$ cat config.mk
export PLATFORM = sky130hd
export DESIGN_NAME = peb_csr
export DESIGN_NICKNAME = d
export VERILOG_FILES = /design/src/hdl/peb_pkg.sv /design/src/hdl/peb_csr.sv
export SDC_FILE = /design/constraint.sdc
export NUM_CORES = 2
export LEC_CHECK = 0
export BUFFER_PORTS_ARGS = -buffer_cell sky130_fd_sc_hd__buf_2
export CORE_MARGIN = 1.5
export CORE_UTILIZATION = 44
export CTS_CLUSTER_DIAMETER = 40
export DETAILED_ROUTE_END_ITERATION = 6
export PLACE_DENSITY = 0.65
export SLEW_MARGIN = 20
export SYNTH_ARGS = -nofsm -noshare
export SYNTH_HDL_FRONTEND = slang
export SYNTH_SLANG_ARGS = --single-unit
$ cat constraint.sdc
create_clock -name clock -period 7.01 [get_ports clock]
set_clock_uncertainty 0.15 [all_clocks]
set_input_delay 0.3505 -clock clock [delete_from_list [all_inputs] [get_ports clock]]
set_output_delay 0.3505 -clock clock [all_outputs]
set_load 0.01 [all_outputs]
$ cat src/hdl/peb_pkg.sv
`default_nettype none

package peb_pkg;

   localparam int CSR_INDEX_W = 3;
   localparam int CSR_DATA_W  = 31;

   // register indexes on the configuration port
   localparam logic [CSR_INDEX_W-1:0] CSR_GRAVITY     = 3'd0;
   localparam logic [CSR_INDEX_W-1:0] CSR_DAMPING     = 3'd1;
   localparam logic [CSR_INDEX_W-1:0] CSR_HALF_EXT_X  = 3'd2;
   localparam logic [CSR_INDEX_W-1:0] CSR_HALF_EXT_Y  = 3'd3;
   localparam logic [CSR_INDEX_W-1:0] CSR_HALF_EXT_Z  = 3'd4;

   localparam logic [30:0] GRAVITY_RST    = 31'd196608;
   localparam logic [61:0] GRAVITY_SQ_RST = 62'd38654705664;
   localparam logic [16:0] DAMPING_RST    = 17'd65536;
   localparam logic [30:0] HALF_EXT_RST   = 31'd655360;

   localparam logic [31:0] SAT_MAX = 32'h7FFF_FFFF;
   localparam logic [31:0] SAT_MIN = 32'h8000_0000;

   typedef struct packed {
      logic [61:0]       gravity_sq;
      logic [16:0]       damping;
      logic [2:0][30:0]  half_ext;
   } csr_type;

   typedef struct packed {
      logic [2:0][31:0]  pos;
      logic [2:0][31:0]  vel;
      logic [2:0][30:0]  size;
   } particle_type;

   // clamp a signed value to the signed 32-bit range
   function automatic logic [31:0] sat32(input logic signed [63:0] x);
      logic [32:0] upper;
      upper = x[63:31];
      if (upper == '0 || upper == '1) begin
         return x[31:0];
      end else if (x[63]) begin
         return SAT_MIN;
      end else begin
         return SAT_MAX;
      end
   endfunction

endpackage

`default_nettype wire

$ cat src/hdl/peb_csr.sv
`default_nettype none

module peb_csr (
   input  logic                             clock,
   input  logic                             reset,
   input  logic                             csr_write_en,
   input  logic [peb_pkg::CSR_INDEX_W-1:0]  csr_index,
   input  logic [peb_pkg::CSR_DATA_W-1:0]   csr_wdata,
   output peb_pkg::csr_type                 csr
);
   import peb_pkg::*;

   logic [30:0]      gravity_ff;
   logic [61:0]      gravity_sq_ff, gravity_sq_in;
   logic [16:0]      damping_ff;
   logic [2:0][30:0] half_ext_ff;

   always_ff @(posedge clock) begin
      if (reset) begin
         gravity_ff  <= GRAVITY_RST;
         damping_ff  <= DAMPING_RST;
         half_ext_ff <= {3{HALF_EXT_RST}};
      end else if (csr_write_en) begin
         unique case (csr_index)
            CSR_GRAVITY:    gravity_ff     <= csr_wdata[30:0];
            CSR_DAMPING:    damping_ff     <= csr_wdata[16:0];
            CSR_HALF_EXT_X: half_ext_ff[0] <= csr_wdata[30:0];
            CSR_HALF_EXT_Y: half_ext_ff[1] <= csr_wdata[30:0];
            CSR_HALF_EXT_Z: half_ext_ff[2] <= csr_wdata[30:0];
            default: ;
         endcase
      end
   end

   // square is only needed two stages into the pipe
   assign gravity_sq_in = gravity_ff * gravity_ff;

   always_ff @(posedge clock) begin
      if (reset) begin
         gravity_sq_ff <= GRAVITY_SQ_RST;
      end else begin
         gravity_sq_ff <= gravity_sq_in;
      end
   end

   assign csr.gravity_sq = gravity_sq_ff;
   assign csr.damping    = damping_ff;
   assign csr.half_ext   = half_ext_ff;

endmodule

`default_nettype wire

==> impl_results.md <==
* Status: finished with violations
* Failing checks: negative setup slack
* Max_cap viols at 0
* RSZ-0062 raised after global routing: yes
* Post-synth EDFFs at 0
* Initial DRC Count at 1834
* Layout Cells excl Fill at 5500
* All-Layer GR Usage at 0.266
* Net count, final at 5503
* Final ANT Viol Nets at 0
* Crit-path cells: buf_6 > and2_4 > buf_6 > fa_1 > inv_1 > fa_1 > inv_2 > fa_1 > fa_1 > fa_1 > fa_2 > fa_2 > fa_2 > ha_4 > and2_4 > a2111oi_4 > o41ai_4 > a221oi_2 > o21ai_1 > a211oi_2 > buf_4 > o21ai_2 > a31oi_1 > mux2_1
* Slew @ Worst Pin at 1.13 ns
* Clk Latency, worst-skew pair at 0.58 ns
* Seq pwr share at 0.354
* Vias in the first global route at 29.5k
* CTS tree: built
* Critical path fanouts, max at 5
* Routed via count at 27.5k
* Fill cells at 6595
* Clock buffer depth at 3
* Dpl cells at 5350
* Die width at 281 um
* Internal Power at 2.33 mW
* Gr ovfl total at 0
* Seq. cell area at 4100 um^2
* P_leak at 23.1 nW
* Sw frac at 0.311
* Final Wtd Congestion at 0.955
* R2R Setup Slk at -0.54 ns
* R2R depth at 24
* Highest Clock Rate at 0.132 GHz
* Routed wire length at 103000 um
* Setup TNS at -11.19 ns
* WP buf/inv at 5
* TritonCTS Buffers at 26
* Synthesis Warnings at 0
* Starting Density at 0.446
* Final setup violation count at 37
* WL per Instance at 18.7 um
* CP max stage cell: fa_1
* Fin. Hold Viols at 0
* Clk pin slew, worst setup/hold paths at 0.07 ns
* Initial antenna violation count at 2
* Gate Count Post-Synth at 3742
* Post-synth ARST share at 0
* Tmin final at 7.55 ns
* Reg2reg start: gravity_ff[18]
* Comb power frac at 0.231
* Worst setup path category: reg2reg
* Layout cells sized above 1 at 0.262
* Number of distinct library cells after synthesis at 80
* Max-slew headroom at 0.249
* Die Area at 78900 um^2
* First-pass GRT wire length at 161000 um
* Mapped Nets at 4797
* Die Span Y at 281 um
* Tcrit/Tclk final at 1.08
* Post-synthesis cell area at 34000 um^2
* WP data arrival at 7.86 ns
* Syn avg cell area at 9.08 um^2
* Most frequent cells in the layout: inv_1 (901), fa_1 (700), nand2_1 (549), buf_4 (518), ha_1 (242)
* Clk root buf: clkbuf_16
* Via/cell ratio at 4.99
* DR pass1 iterations at 5
* Post-detail-place hpwl at 83500 um
* IO Count at 209
* Worst r2r dst: gravity_sq_ff[53]
* DRC Markers at 0
* Commonest non-fill, non-tap cell in the layout: inv_1
* WHS at 0.0861 ns
* CP max stage delay at 0.58 ns
* Crit-path most repeated cell: fa_1
* H-tree levels at 1
* P_sw at 1.05 mW
* Hold path startpoint: csr_index[0]
* Hold endpoint: csr[9]
* Clock power share at 0.415
* Multi-input logic area at 27100 um^2
* Num rows at 101
* Yosys reg bits at 202
* Setup crit start kind: register
* Final Slew Violations at 0
* Ys flop type: dfxtp_1
* Sink Count at 202
* Family with the most delay on the worst path: adder cells
* Slack of the critical path at -0.541 ns
* Critical Path Sink Type: register
* WP data required at 7.32 ns
* Area grow syn2layout at 28.0%
* Buffers on Ports at 207
* Core ar. at 76200 um^2
* Hold depth at 4
* Power density cells at 77.8 nW/um^2
* Register area share after synthesis at 0.119
* Largest net degree at the start of global routing at 110
* VDD IR-drop max at 0.000162 V
* Worst Hold Class: in2reg
tightest hold or removal path, delay by kind of cell:
kind | cells | cell delay, ns
AOI/OAI and AO/OA | 1 | 0.05
buffers and inverters | 1 | 0.15
and+or+nand+nor | 2 | 0.21
flip-flops by register name (all words and copies together), names as in the netlist:
signal,flops
csr,93
damping_ff,17
gravity_ff,31
gravity_sq_ff,61
kinds of logic after synthesis:
kind of cell	count (synthesis)	share of synthesized area
buf+inv	1093	0.123
fa+ha+maj	1018	0.540
simple gates	997	0.134
compound gates	352	0.0634
flops	202	0.119
xor+xnor	74	0.0191
mux	5	0.00158
other cells	1	0.000110
worst max path at each step:
stage | start | endpoint | slack (ns) | depth (start not counted)
detailed placement | gravity_ff[12] | gravity_sq_ff[60] | -0.71 | 24
finish | gravity_ff[18] | gravity_sq_ff[53] | -0.54 | 24
CTS | gravity_ff[18] | gravity_sq_ff[53] | -0.50 | 24
global route | gravity_ff[5] | gravity_sq_ff[53] | -0.79 | 26
floorplan | gravity_ff[5] | gravity_sq_ff[53] | -0.15 | 26
global placement | gravity_ff[10] | gravity_sq_ff[58] | -0.71 | 25
power groups by stage:
stage / sequential (mW) / combinational (mW) / clock (mW)
after floorplan: 1.24 / 0.350 / 0
after global placement: 1.23 / 0.670 / 0
after detailed placement: 1.23 / 0.676 / 0
after CTS: 1.20 / 0.743 / 1.42
after global routing: 1.20 / 0.845 / 1.47
final: 1.20 / 0.783 / 1.40
cells in the mapped netlist (6+ instances only):
cell,instances,area (um^2)
a211oi_1,8,60.1
a21o_1,31,233
a21oi_1,200,1000
a31o_2,7,61.3
a31oi_1,12,75.1
and2_1,193,1210
and3_1,9,56.3
buf_4,6,45.0
clkbuf_1,144,541
dfxtp_1,202,4040
fa_1,748,15000
ha_1,270,3380
inv_1,926,3480
nand2_1,567,2130
nand3_1,12,60.1
nand3b_1,8,60.1
nand4_1,17,106
nor2_1,121,454
nor2b_1,19,119
nor3_1,12,60.1
o211ai_1,6,45.0
o21ai_0,32,160
o21bai_1,11,82.6
or2_2,7,43.8
xnor2_1,36,315
xor2_1,38,333
area by class of cell:
cell class              count  share of cell area
clock buffers              31              0.0161
flip-flops and latches    202              0.0942
multi-input cells        2447               0.624
inverters                 927              0.0801
clock inverters            17             0.00478
repair buffers            844               0.151
well taps                1030              0.0296
diodes                      2            0.000115
routing by layer:
metal	global-route usage	share of wire	vias up
met4	0.102	0.044	0
li1	-	-	12467
met2	0.464	0.50	893
met5	0	0	-
met1	0.332	0.39	13878
met3	0.0397	0.062	231
timing repair:
item	in CTS	in global routing
hold buffers	31	0
setup endpoints to repair	42	45
resized for setup	234	160
pin swaps	94	104
hold endpoints to repair	129	0
buffers inserted	59	26
stage by stage:
step | setup WS, ns | power, mW | util | cell area, um^2
3_5_place_dp | -0.710 | 1.90 | 0.526 | 40100
6_report | -0.541 | 3.38 | 0.570 | 43500
3_3_place_gp | -0.715 | 1.90 | 0.526 | 40100
2_1_floorplan | -0.147 | 1.58 | - | 34400
5_1_grt | -0.793 | 3.51 | 0.570 | 43500
4_1_cts | -0.497 | 3.36 | 0.561 | 42700
Note: power is estimated with default switching activity, not from simulation.
